--- src/rtl/upd_pkg.sv ---
// ----------------------------------------------------------------------------
// upd_pkg
// Shared types, character codes and hex helpers for the URL percent decoder.
// ----------------------------------------------------------------------------
package upd_pkg;

    localparam logic [7:0] CH_PLUS    = 8'h2B;
    localparam logic [7:0] CH_PERCENT = 8'h25;
    localparam logic [7:0] CH_SPACE   = 8'h20;
    localparam logic [7:0] CH_NUL     = 8'h00;

    localparam logic [7:0] CAP_RESET  = 8'd65;

    // held_count codes
    localparam logic [1:0] HELD_NONE  = 2'd0;
    localparam logic [1:0] HELD_PCT   = 2'd1;
    localparam logic [1:0] HELD_DIGIT = 2'd2;

    // at most three data results plus the terminator per item
    localparam int MAX_DATA    = 3;
    localparam int MAX_RESULTS = 4;

    localparam int QUEUE_DEPTH = 4;
    localparam int QPTR_W      = $clog2(QUEUE_DEPTH);
    localparam int QCNT_W      = QPTR_W + 1;

    // all results caused by one accepted item
    typedef struct packed {
        logic [2:0]                   count;  // 1..4 results
        logic                         last;   // final result is the terminator
        logic [MAX_RESULTS-1:0][7:0]  bytes;
    } pkt_t;

    function automatic logic is_hex(input logic [7:0] c);
        return ((c >= 8'h30) && (c <= 8'h39)) ||
               ((c >= 8'h41) && (c <= 8'h46)) ||
               ((c >= 8'h61) && (c <= 8'h66));
    endfunction

    function automatic logic [3:0] hex_val(input logic [7:0] c);
        logic [7:0] t;
        if (c <= 8'h39)
        begin
            t = c - 8'h30;
        end
        else if (c <= 8'h46)
        begin
            t = c - 8'h37;
        end
        else
        begin
            t = c - 8'h57;
        end
        return t[3:0];
    endfunction

endpackage

--- src/rtl/upd_front.sv ---
// ----------------------------------------------------------------------------
// upd_front
// Accepts input bytes, tracks escape state and the output count, and builds
// a packet of results for the queue from each item that yields any results.
// ----------------------------------------------------------------------------
module upd_front (
    input  logic          clk,
    input  logic          rst_n,
    input  logic          cfg_we,
    input  logic [7:0]    cfg_wdata,
    input  logic          in_valid,
    output logic          in_stall,
    input  logic [7:0]    data_byte,
    input  logic          end_of_string,
    input  logic          q_full,
    output logic          q_push,
    output upd_pkg::pkt_t q_pkt
);
    import upd_pkg::*;

    logic [7:0] capacity_reg;
    logic [1:0] held_count_reg, held_count_next;
    logic [7:0] held_digit_reg, held_digit_next;
    logic [7:0] written_reg,    written_next;
    logic       ended_reg,      ended_next;

    logic                     accept;
    logic [MAX_DATA-1:0][7:0] cand;
    logic [1:0]               n_cand;
    logic                     do_plain;
    logic [7:0]               limit;
    logic [7:0]               w;
    logic [1:0]               k;
    pkt_t                     pkt;

    assign in_stall = q_full;
    assign accept   = in_valid && !q_full;

    always_comb
    begin
        cand            = '0;
        n_cand          = 2'd0;
        do_plain        = 1'b0;
        held_count_next = held_count_reg;
        held_digit_next = held_digit_reg;
        ended_next      = ended_reg;

        if (!ended_reg)
        begin
            unique case (held_count_reg)
                HELD_NONE:
                begin
                    do_plain = 1'b1;
                end
                HELD_PCT:
                begin
                    if (is_hex(data_byte))
                    begin
                        held_count_next = HELD_DIGIT;
                        held_digit_next = data_byte;
                    end
                    else
                    begin
                        cand[n_cand]    = CH_PERCENT;
                        n_cand          = n_cand + 2'd1;
                        held_count_next = HELD_NONE;
                        held_digit_next = CH_NUL;
                        do_plain        = 1'b1;
                    end
                end
                HELD_DIGIT:
                begin
                    if (is_hex(data_byte))
                    begin
                        cand[n_cand] = {hex_val(held_digit_reg), hex_val(data_byte)};
                        n_cand       = n_cand + 2'd1;
                    end
                    else
                    begin
                        cand[n_cand] = CH_PERCENT;
                        n_cand       = n_cand + 2'd1;
                        cand[n_cand] = held_digit_reg;
                        n_cand       = n_cand + 2'd1;
                        do_plain     = 1'b1;
                    end
                    held_count_next = HELD_NONE;
                    held_digit_next = CH_NUL;
                end
                default:
                begin
                    held_count_next = HELD_NONE;
                end
            endcase
        end

        if (do_plain)
        begin
            priority if (data_byte == CH_NUL)
            begin
                ended_next = 1'b1;
            end
            else if (data_byte == CH_PLUS)
            begin
                cand[n_cand] = CH_SPACE;
                n_cand       = n_cand + 2'd1;
            end
            else if (data_byte == CH_PERCENT)
            begin
                held_count_next = HELD_PCT;
            end
            else
            begin
                cand[n_cand] = data_byte;
                n_cand       = n_cand + 2'd1;
            end
        end

        // end of string: flush anything still held
        if (end_of_string)
        begin
            if (held_count_next != HELD_NONE)
            begin
                cand[n_cand] = CH_PERCENT;
                n_cand       = n_cand + 2'd1;
            end
            if (held_count_next == HELD_DIGIT)
            begin
                cand[n_cand] = held_digit_next;
                n_cand       = n_cand + 2'd1;
            end
            held_count_next = HELD_NONE;
            held_digit_next = CH_NUL;
            ended_next      = 1'b0;
        end
    end

    // capacity limit and packing
    always_comb
    begin
        limit     = (capacity_reg == 8'd0) ? 8'd0 : capacity_reg - 8'd1;
        w         = written_reg;
        k         = 2'd0;
        pkt       = '0;
        for (int i = 0; i < MAX_DATA; i++)
        begin
            if ((2'(i) < n_cand) && (w < limit))
            begin
                pkt.bytes[k] = cand[i];
                k            = k + 2'd1;
                w            = w + 8'd1;
            end
        end
        pkt.last  = end_of_string;
        pkt.count = {1'b0, k} + {2'b00, end_of_string};
        if (end_of_string)
        begin
            pkt.bytes[k] = CH_NUL;
        end
        written_next = end_of_string ? 8'd0 : w;
    end

    assign q_push = accept && (pkt.count != 3'd0);
    assign q_pkt  = pkt;

    always_ff @(posedge clk or negedge rst_n)
    begin
        if (!rst_n)
        begin
            capacity_reg   <= CAP_RESET;
            held_count_reg <= HELD_NONE;
            held_digit_reg <= CH_NUL;
            written_reg    <= 8'd0;
            ended_reg      <= 1'b0;
        end
        else
        begin
            if (cfg_we)
            begin
                capacity_reg <= cfg_wdata;
            end
            if (accept)
            begin
                held_count_reg <= held_count_next;
                held_digit_reg <= held_digit_next;
                written_reg    <= written_next;
                ended_reg      <= ended_next;
            end
        end
    end

`ifndef SYNTHESIS
    a_ended_nothing_held: assert property (@(posedge clk) disable iff (!rst_n)
        ended_reg |-> (held_count_reg == HELD_NONE))
        else $error("escape still held after end of string data");
`endif

endmodule

--- src/rtl/upd_queue.sv ---
// ----------------------------------------------------------------------------
// upd_queue
// Small packet queue between the front and the back end.
// ----------------------------------------------------------------------------
module upd_queue (
    input  logic          clk,
    input  logic          rst_n,
    input  logic          push,
    input  upd_pkg::pkt_t push_pkt,
    output logic          full,
    input  logic          pop,
    output logic          empty,
    output upd_pkg::pkt_t head
);
    import upd_pkg::*;

    pkt_t              slot_reg [QUEUE_DEPTH];
    logic [QPTR_W-1:0] wr_ptr_reg, wr_ptr_next;
    logic [QPTR_W-1:0] rd_ptr_reg, rd_ptr_next;
    logic [QCNT_W-1:0] count_reg,  count_next;
    logic              do_push, do_pop;

    assign full    = (count_reg == QCNT_W'(QUEUE_DEPTH));
    assign empty   = (count_reg == '0);
    assign head    = slot_reg[rd_ptr_reg];
    assign do_push = push && !full;
    assign do_pop  = pop && !empty;

    always_comb
    begin
        wr_ptr_next = do_push ? wr_ptr_reg + 1'b1 : wr_ptr_reg;
        rd_ptr_next = do_pop  ? rd_ptr_reg + 1'b1 : rd_ptr_reg;
        count_next  = count_reg + QCNT_W'(do_push) - QCNT_W'(do_pop);
    end

    always_ff @(posedge clk)
    begin
        if (do_push)
        begin
            slot_reg[wr_ptr_reg] <= push_pkt;
        end
    end

    always_ff @(posedge clk or negedge rst_n)
    begin
        if (!rst_n)
        begin
            wr_ptr_reg <= '0;
            rd_ptr_reg <= '0;
            count_reg  <= '0;
        end
        else
        begin
            wr_ptr_reg <= wr_ptr_next;
            rd_ptr_reg <= rd_ptr_next;
            count_reg  <= count_next;
        end
    end

`ifndef SYNTHESIS
    a_count_bound: assert property (@(posedge clk) disable iff (!rst_n)
        count_reg <= QCNT_W'(QUEUE_DEPTH))
        else $error("queue count beyond depth");

    a_count_push: assert property (@(posedge clk) disable iff (!rst_n)
        (do_push && !do_pop) |=> (count_reg == $past(count_reg) + QCNT_W'(1)))
        else $error("queue count missed a push");

    a_ptr_gap: assert property (@(posedge clk) disable iff (!rst_n)
        (wr_ptr_reg - rd_ptr_reg) == count_reg[QPTR_W-1:0])
        else $error("queue pointers disagree with count");
`endif

endmodule

--- src/rtl/upd_back.sv ---
// ----------------------------------------------------------------------------
// upd_back
// Walks the head packet one result at a time into the output register.
// ----------------------------------------------------------------------------
module upd_back (
    input  logic          clk,
    input  logic          rst_n,
    input  logic          q_empty,
    input  upd_pkg::pkt_t q_head,
    output logic          q_pop,
    output logic          out_valid,
    input  logic          out_stall,
    output logic [7:0]    out_byte,
    output logic          out_last
);
    import upd_pkg::*;

    logic [1:0] idx_reg,   idx_next;
    logic       valid_reg, valid_next;
    logic [7:0] byte_reg,  byte_next;
    logic       last_reg,  last_next;
    logic       load;
    logic       final_res;

    assign load      = !q_empty && (!valid_reg || !out_stall);
    assign final_res = (({1'b0, idx_reg} + 3'd1) == q_head.count);
    assign q_pop     = load && final_res;

    always_comb
    begin
        idx_next   = idx_reg;
        valid_next = valid_reg && out_stall;
        byte_next  = byte_reg;
        last_next  = last_reg;
        if (load)
        begin
            valid_next = 1'b1;
            byte_next  = q_head.bytes[idx_reg];
            last_next  = q_head.last && final_res;
            idx_next   = final_res ? 2'd0 : idx_reg + 2'd1;
        end
    end

    always_ff @(posedge clk or negedge rst_n)
    begin
        if (!rst_n)
        begin
            idx_reg   <= 2'd0;
            valid_reg <= 1'b0;
        end
        else
        begin
            idx_reg   <= idx_next;
            valid_reg <= valid_next;
        end
    end

    always_ff @(posedge clk)
    begin
        byte_reg <= byte_next;
        last_reg <= last_next;
    end

    assign out_valid = valid_reg;
    assign out_byte  = byte_reg;
    assign out_last  = last_reg;

`ifndef SYNTHESIS
    a_term_zero: assert property (@(posedge clk) disable iff (!rst_n)
        (valid_reg && last_reg) |-> (byte_reg == CH_NUL))
        else $error("terminator result carries nonzero byte");
`endif

endmodule

--- src/rtl/url_percent_decoder.sv ---
// ----------------------------------------------------------------------------
// url_percent_decoder
// Streaming form-encoded string decoder: plus to space, percent-hex escapes.
// ----------------------------------------------------------------------------
// The block takes one input item per cycle unless the packet queue is full.
// The front end decodes each item combinationally into a packet of zero to
// four result items; a non-empty packet waits in a four-entry packet queue,
// and the back end sends one result per cycle while out_stall is low, from
// the head packet through an output register. An item yields one result for
// an ordinary byte and up to four for a broken escape at the end of a string.
// The first result of an item passes through the packet queue and the output
// register. in_stall rises only when the packet queue is full. The capacity
// register is written through cfg_we and cfg_wdata and resets to 65.
module url_percent_decoder (
    input  logic       clk,
    input  logic       rst_n,
    input  logic       cfg_we,
    input  logic [7:0] cfg_wdata,
    input  logic       in_valid,
    output logic       in_stall,
    input  logic [7:0] data_byte,
    input  logic       end_of_string,
    output logic       out_valid,
    input  logic       out_stall,
    output logic [7:0] out_byte,
    output logic       out_last
);
    import upd_pkg::*;

    logic q_full;
    logic q_push;
    logic q_pop;
    logic q_empty;
    pkt_t q_pkt;
    pkt_t q_head;

    upd_front u_front (
        .clk           (clk),
        .rst_n         (rst_n),
        .cfg_we        (cfg_we),
        .cfg_wdata     (cfg_wdata),
        .in_valid      (in_valid),
        .in_stall      (in_stall),
        .data_byte     (data_byte),
        .end_of_string (end_of_string),
        .q_full        (q_full),
        .q_push        (q_push),
        .q_pkt         (q_pkt)
    );

    upd_queue u_queue (
        .clk      (clk),
        .rst_n    (rst_n),
        .push     (q_push),
        .push_pkt (q_pkt),
        .full     (q_full),
        .pop      (q_pop),
        .empty    (q_empty),
        .head     (q_head)
    );

    upd_back u_back (
        .clk       (clk),
        .rst_n     (rst_n),
        .q_empty   (q_empty),
        .q_head    (q_head),
        .q_pop     (q_pop),
        .out_valid (out_valid),
        .out_stall (out_stall),
        .out_byte  (out_byte),
        .out_last  (out_last)
    );

endmodule

--- config.mk ---
export PLATFORM = sky130hd
export DESIGN_NAME = url_percent_decoder
export DESIGN_NICKNAME = d
export VERILOG_FILES = /design/src/rtl/upd_pkg.sv /design/src/rtl/upd_front.sv /design/src/rtl/upd_queue.sv /design/src/rtl/upd_back.sv /design/src/rtl/url_percent_decoder.sv
export SDC_FILE = /design/constraint.sdc
export NUM_CORES = 1
export LEC_CHECK = 0
export BUFFER_PORTS_ARGS = -buffer_cell sky130_fd_sc_hd__buf_2
export CORE_MARGIN = 2
export CORE_UTILIZATION = 50
export CTS_BUF_LIST = sky130_fd_sc_hd__clkbuf_2 sky130_fd_sc_hd__clkbuf_4 sky130_fd_sc_hd__clkbuf_8
export CTS_CLUSTER_DIAMETER = 100
export DETAILED_ROUTE_END_ITERATION = 6
export PLACE_DENSITY_LB_ADDON = 0.08
export SLEW_MARGIN = 20
export SYNTH_ARGS = -nofsm -noshare
export SYNTH_HDL_FRONTEND = slang
export SYNTH_HIERARCHICAL = 1
export SYNTH_SLANG_ARGS = --single-unit
--- constraint.sdc ---
create_clock -name clk -period 10.3 [get_ports clk]
set_input_delay 1.03 -clock clk [delete_from_list [all_inputs] [get_ports clk]]
set_output_delay 1.03 -clock clk [all_outputs]
set_load 0.02 [all_outputs]
# After elaboration in Yosys (flattened, before gate mapping)
# Memories as Yosys holds them, arrays and structs flattened.
# Cells that the tools add are included.
dict set report totals {
  ff_bits 46
  latchBits 0
  ram_bits 144
  romBits 0
  inputBits 22
  output_inout_bits 11
  memories 1
}
dict set report classes {
  add_sub_neg 22
  multipliers 0
  n_div 0
  magnitude_cmp 27
  n_eq_ne 7
  shift 0
  n_mux 82
  n_bitwise 8
  reduce_logical 37
}
# memory depth width read_ports rd_ports_with_merged_regs write_ports line_no
set mem_list {}
lappend mem_list {u_queue.slot_reg 4 36 1 0 1 upd_queue.sv:17} ;# pkt_t slot_reg [QUEUE_DEPTH];
# operator count
set op_table {}
lappend op_table {{two-way mux 24 bit} 8}
lappend op_table {{two-way mux 8 bit} 19}
lappend op_table {{demux 8 bit (select 2 bit)} 6}
lappend op_table {{two-way mux 32 bit} 3}
lappend op_table {{bitwise mux 32 bit} 2}
lappend op_table {{bitwise mux 24 bit} 2}
lappend op_table {{two-way mux 2 bit} 20}
lappend op_table {{bitwise AND 32 bit} 1}
lappend op_table {{inverter 32 bit} 1}
lappend op_table {{case mux 8 bit (2 select lines)} 2}
lappend op_table {{adder 8 x 1 -> 8 bit, second input constant} 3}
lappend op_table {{<= comparator 8 x 7 -> 1 bit, second input constant} 3}
lappend op_table {{less-than comparator 8 bit} 3}
lappend op_table {{bitwise AND 14 x 21 -> 21 bit} 1}
lappend op_table {{inverter 21 bit} 1}
lappend op_table {{logical AND 1 bit} 20}
lappend op_table {{less-than comparator 2 x 3 -> 1 bit, second input constant} 6}
lappend op_table {{binary-select mux 8 bit (select 2 bit)} 1}
lappend op_table {{equality test 8 x 6 -> 1 bit, second input constant} 2}
lappend op_table {{>= comparator 8 x 7 -> 1 bit, second input constant} 2}
lappend op_table {{<= comparator 8 x 6 -> 1 bit, second input constant} 2}
lappend op_table {{zero test 8 bit} 2}
lappend op_table {{two-way mux 16 bit} 1}
lappend op_table {{two-way mux 4 bit} 4}
lappend op_table {{other kinds (35)} 68}

# Logic depth before layout (Yosys ltp)
dict set report logic_depth {
  word_depth 34
  mapped_depth 57
  ltp_nobuf 54
}

# By module
# Netlist, hierarchy kept.
# mod instances cells_each area_per_inst_um2 seq_area_each_um2
set by_module_without_submodules {}
lappend by_module_without_submodules {upd_queue 1 230 5666.7 4499.3}
lappend by_module_without_submodules {upd_front 1 665 4812.1 678.2}
lappend by_module_without_submodules {upd_back 1 39 643.1 345.3}

# Worst setup path before layout
# No wires, ideal clock.
dict set report synth_path {
  kind {input port to flip-flop}
  start {in data_byte[1]}
  end {mem u_queue/slot_reg[1][0] (netlist bit), enable pin}
  setup_time_ps 397
  arrival_time_ps 10834
  t_required_ps 9903
  setup_slack_ps -931
  stages 50
  path_cell_list {clkbuf_1 -> inv_1 -> ha_1 -> nor3b_1 -> o22a_1 -> nor3_2 -> nor2_1 -> nand2_1 -> ha_1 -> nand4_1 -> o32ai_4 -> inv_1 -> ha_1 -> a21oi_1 -> inv_1 -> ha_1 -> nand2_1 -> nor2_1 -> [... 14 more ...] -> inv_2 -> nor2_1 -> xnor2_1 -> ha_1 -> a21o_1 -> a21oi_1 -> o21a_1 -> o21ai_0 -> nor3_1 -> nand2_1 -> o21ai_1 -> buf_2 -> xor2_1 -> ha_1 -> ha_1 -> nor3_1 -> nor2_1 -> and3_1}
}
# item line_no
set synth_lines {}
lappend synth_lines {{start, declared} url_percent_decoder.sv:21} ;# input logic [7:0] data_byte,
lappend synth_lines {{end, declared} upd_queue.sv:17}

==> results by group <==
Synth
  – EDFF count, synth: 153
  – Share of the synthesized area in the top cell type: 41.3%
  – Synth Instances: 934
  – Share of flip-flops with an asynchronous set or reset: 19.5%
  – Yosys cell types: 81
  – Synth top area cells: edfxtp_1 41%, mux4_2 8.9%, dfrtp_1 7.9%
  – Mean Syn Cell Area: 11.9 sq um
  – Flops & latches, synth: 190
  – Syn. warnings: 6
  – Sequential share of the synthesized area: 49.7%
  – Post-Syn Area: 11,100 sq um
  – Post-synth top area cell: edfxtp_1
  – Net count after synthesis: 1,015
  – Synth Flop Type: edfxtp_1

Clock network
  – Bufs on Longest Clock Path: 2
  – Clock Pin Slew Worst Setup and Hold Paths: 0.10 ns
  – Clock root cell: clkbuf_8
  – Clock sinks: 190
  – TritonCTS buffer count: 17
  – Clk_lat worst skew: 0.47 ns
  – H-tree depth: 4
  – CTS tree: done

Final layout
  – Multi-input logic area: 5440 sq um
  – Fill cell count: 1,826
  – Area delta synth->final: 11.0%
  – Commonest non-fill, non-tap cells in the layout: 153 x edfxtp_1, 89 x nand2_1, 70 x nor2_1
  – Fin area: 12,300 sq um
  – Fin cells: 1,275
  – ANT cells: 0
  – Layout cells sized above 1: 22.1%
  – Post-Route Utilization: 56.6%
  – Max FFs per register: 144
  – Reg area: 5520 sq um
  – Nets: 1,063
  – Commonest non-fill, non-tap cell in the layout: edfxtp_1

STA
  – Hold_ws: 0.515 ns
  – Final period utilization: 94.8%
  – Final Hold Fails: 0
  – FMAX: 102 MHz
  – Worst slew margin: 35.7%
  – Clock period minus worst slack: 9.76 ns
  – Final setup TNS: 0 ns
  – Final Max Slew Viols: 0
  – Final setup skew: 0.0192 ns
  – # setup viols final: 0
  – Worst slew pin tran: 0.964 ns

Placed design
  – Post-Place Cells: 1,232
  – Final Wtd Congestion: 0.922
  – Detail Placement HPWL: 18.4 mm
  – Dpl cell area: 11,800 sq um
  – Port Buffers: 32

GRT
  – Largest net degree at the start of global routing: 39
  – Vias in the first global route: 7,568
  – Initial antenna violation count: 0
  – GRT overflow: 0
  – GRT Total Usage: 22.8%
  – First-pass GRT wire length: 41.9 mm

Worst setup path
  – Max incr delay on CP: 0.55 ns
  – Slowest-stage cell, CP: or4_4
  – Crit start category: input pin
  – Critical Path Fanout Max: 7
  – Critical Path RT: 10.64 ns
  – CP Capture Type: register
  – CP Class: input pin to register
  – Critical path arrival: 10.11 ns
  – Crit path top cell by count: ha_1

Detailed routing
  – DRT Pass-1 Iters: 5
  – Detail Route Antenna Nets: 0
  – DR vias/cell: 6.06
  – Residual DRC: 0
  – WL/cell: 20.5 um
  – Initial DRC count: 603
  – Final wirelength: 26.1 mm
  – Via count: 7,728

Die
  – Die ar.: 23,500 sq um
  – # IOs: 33
  – Die Wd: 153 um
  – Initial Util: 51.0%
  – Total core area: 21,800 sq um
  – Row count: 54
  – Die height: 153 um

Hold path
  – Hold WC Path Type: register to register

Run status
  – Status: completed

Run
  – MaxCap Viol Count: 0

Power
  – Power Density: 195 nW/um^2
  – VDD IR-drop max: 0.000116 V
  – Leakage power total: 4.66 nW
-- cell families after synthesis --
family          synth area share, %
mux                            9.99
compound gates                 13.6
fa+ha+maj                      6.70
simple gates                   13.4
flops                          49.7
buf+inv                        3.51
xor+xnor                       3.15
-- stage by stage --
| stage | worst slack (ns) | power, W |
|---|---|---|
| 5_1_grt | -0.0643 | 0.00255 |
| 6_report | 0.538 | 0.00241 |
| 3_3_place_gp | 0.0797 | 0.00191 |
| 4_1_cts | 0.318 | 0.00242 |
| 3_5_place_dp | -0.132 | 0.00193 |
| 2_1_floorplan | 0.000981 | 0.00173 |
-- cell usage after synthesis, drive strengths merged (6+ instances only) --
master / number
o31ai: 7
a21o: 12
nand3: 32
mux2: 8
or2: 6
nand2b: 14
a22o: 17
clkbuf: 25
nor4: 6
a211oi: 6
ha: 58
o21a: 6
dfrtp: 35
nand2: 89
o22ai: 13
edfxtp: 153
o21ai: 30
and3: 21
o2111ai: 6
a31oi: 9
buf: 17
nand4: 9
nor2: 76
mux4: 44
xor2: 14
o211ai: 10
inv: 39
a21oi: 43
xnor2: 23
a22oi: 10
nor3: 16
and2: 14
-- worst paths after layout --
| path | slack [ns] | endpoint | depth (start not counted) | startpoint |
|---|---|---|---|---|
| worst max-delay path | 0.54 | u_queue/count_reg[2] | 53 | data_byte[0] |
| worst min-delay path | 0.51 | u_back/out_valid | 2 | u_back/out_valid |
| worst max register to register | 0.73 | u_queue/count_reg[2] | 50 | u_front/held_count_reg[0] |
| worst min register to register | 0.51 | u_back/out_valid | 2 | u_back/out_valid |
| max in group asynchronous | 8.93 | u_queue/rd_ptr_reg[0] | 1 | rst_n |
| min in group asynchronous | 0.69 | u_front/capacity_reg[7] | 1 | rst_n |
-- where the power goes --
part	switching [W]	internal, W
clock network	0.000308	0.000190
logic	0.000439	0.000377
registers	0.0000897	0.00100
total	0.000837	0.00157
-- final cells by class --
type	count	area share, %
clock buffer	17	1.90
clock inverter	15	1.58
inverter	39	1.23
multi-input combinational	663	44.0
sequential	190	44.7
tap	280	2.84
timing repair buffer	71	3.67
-- critical path, delay by kind of cell --
kind                     cells  cell delay [ns]
adder cells (fa/ha/maj)     11             2.68
buffers and inverters        7             0.53
XOR/XNOR                     5             0.77
AO/OA/AOI/OAI               15             2.78
AND/OR/NAND/NOR             15             2.32
-- per-layer routing --
metal / share of wire [%] / global-route usage, % / wire length, um / up-vias
li1: - / - / - / 3675
met1: 46 / 32.2 / 11900 / 3802
met2: 48 / 36.9 / 12600 / 215
met3: 4.3 / 3.09 / 1130 / 36
met4: 1.7 / 6.92 / 446 / 0
met5: 0 / 0 / 0 / -
-- timing repair --
| action | CTS | global route |
|---|---|---|
| hold buffers | 0 | 0 |
| resized for setup | 0 | 13 |
| setup buffers | 0 | 11 |
| setup endpoints to repair | 0 | 150 |
Note: power is estimated with default switching activity, not from simulation.
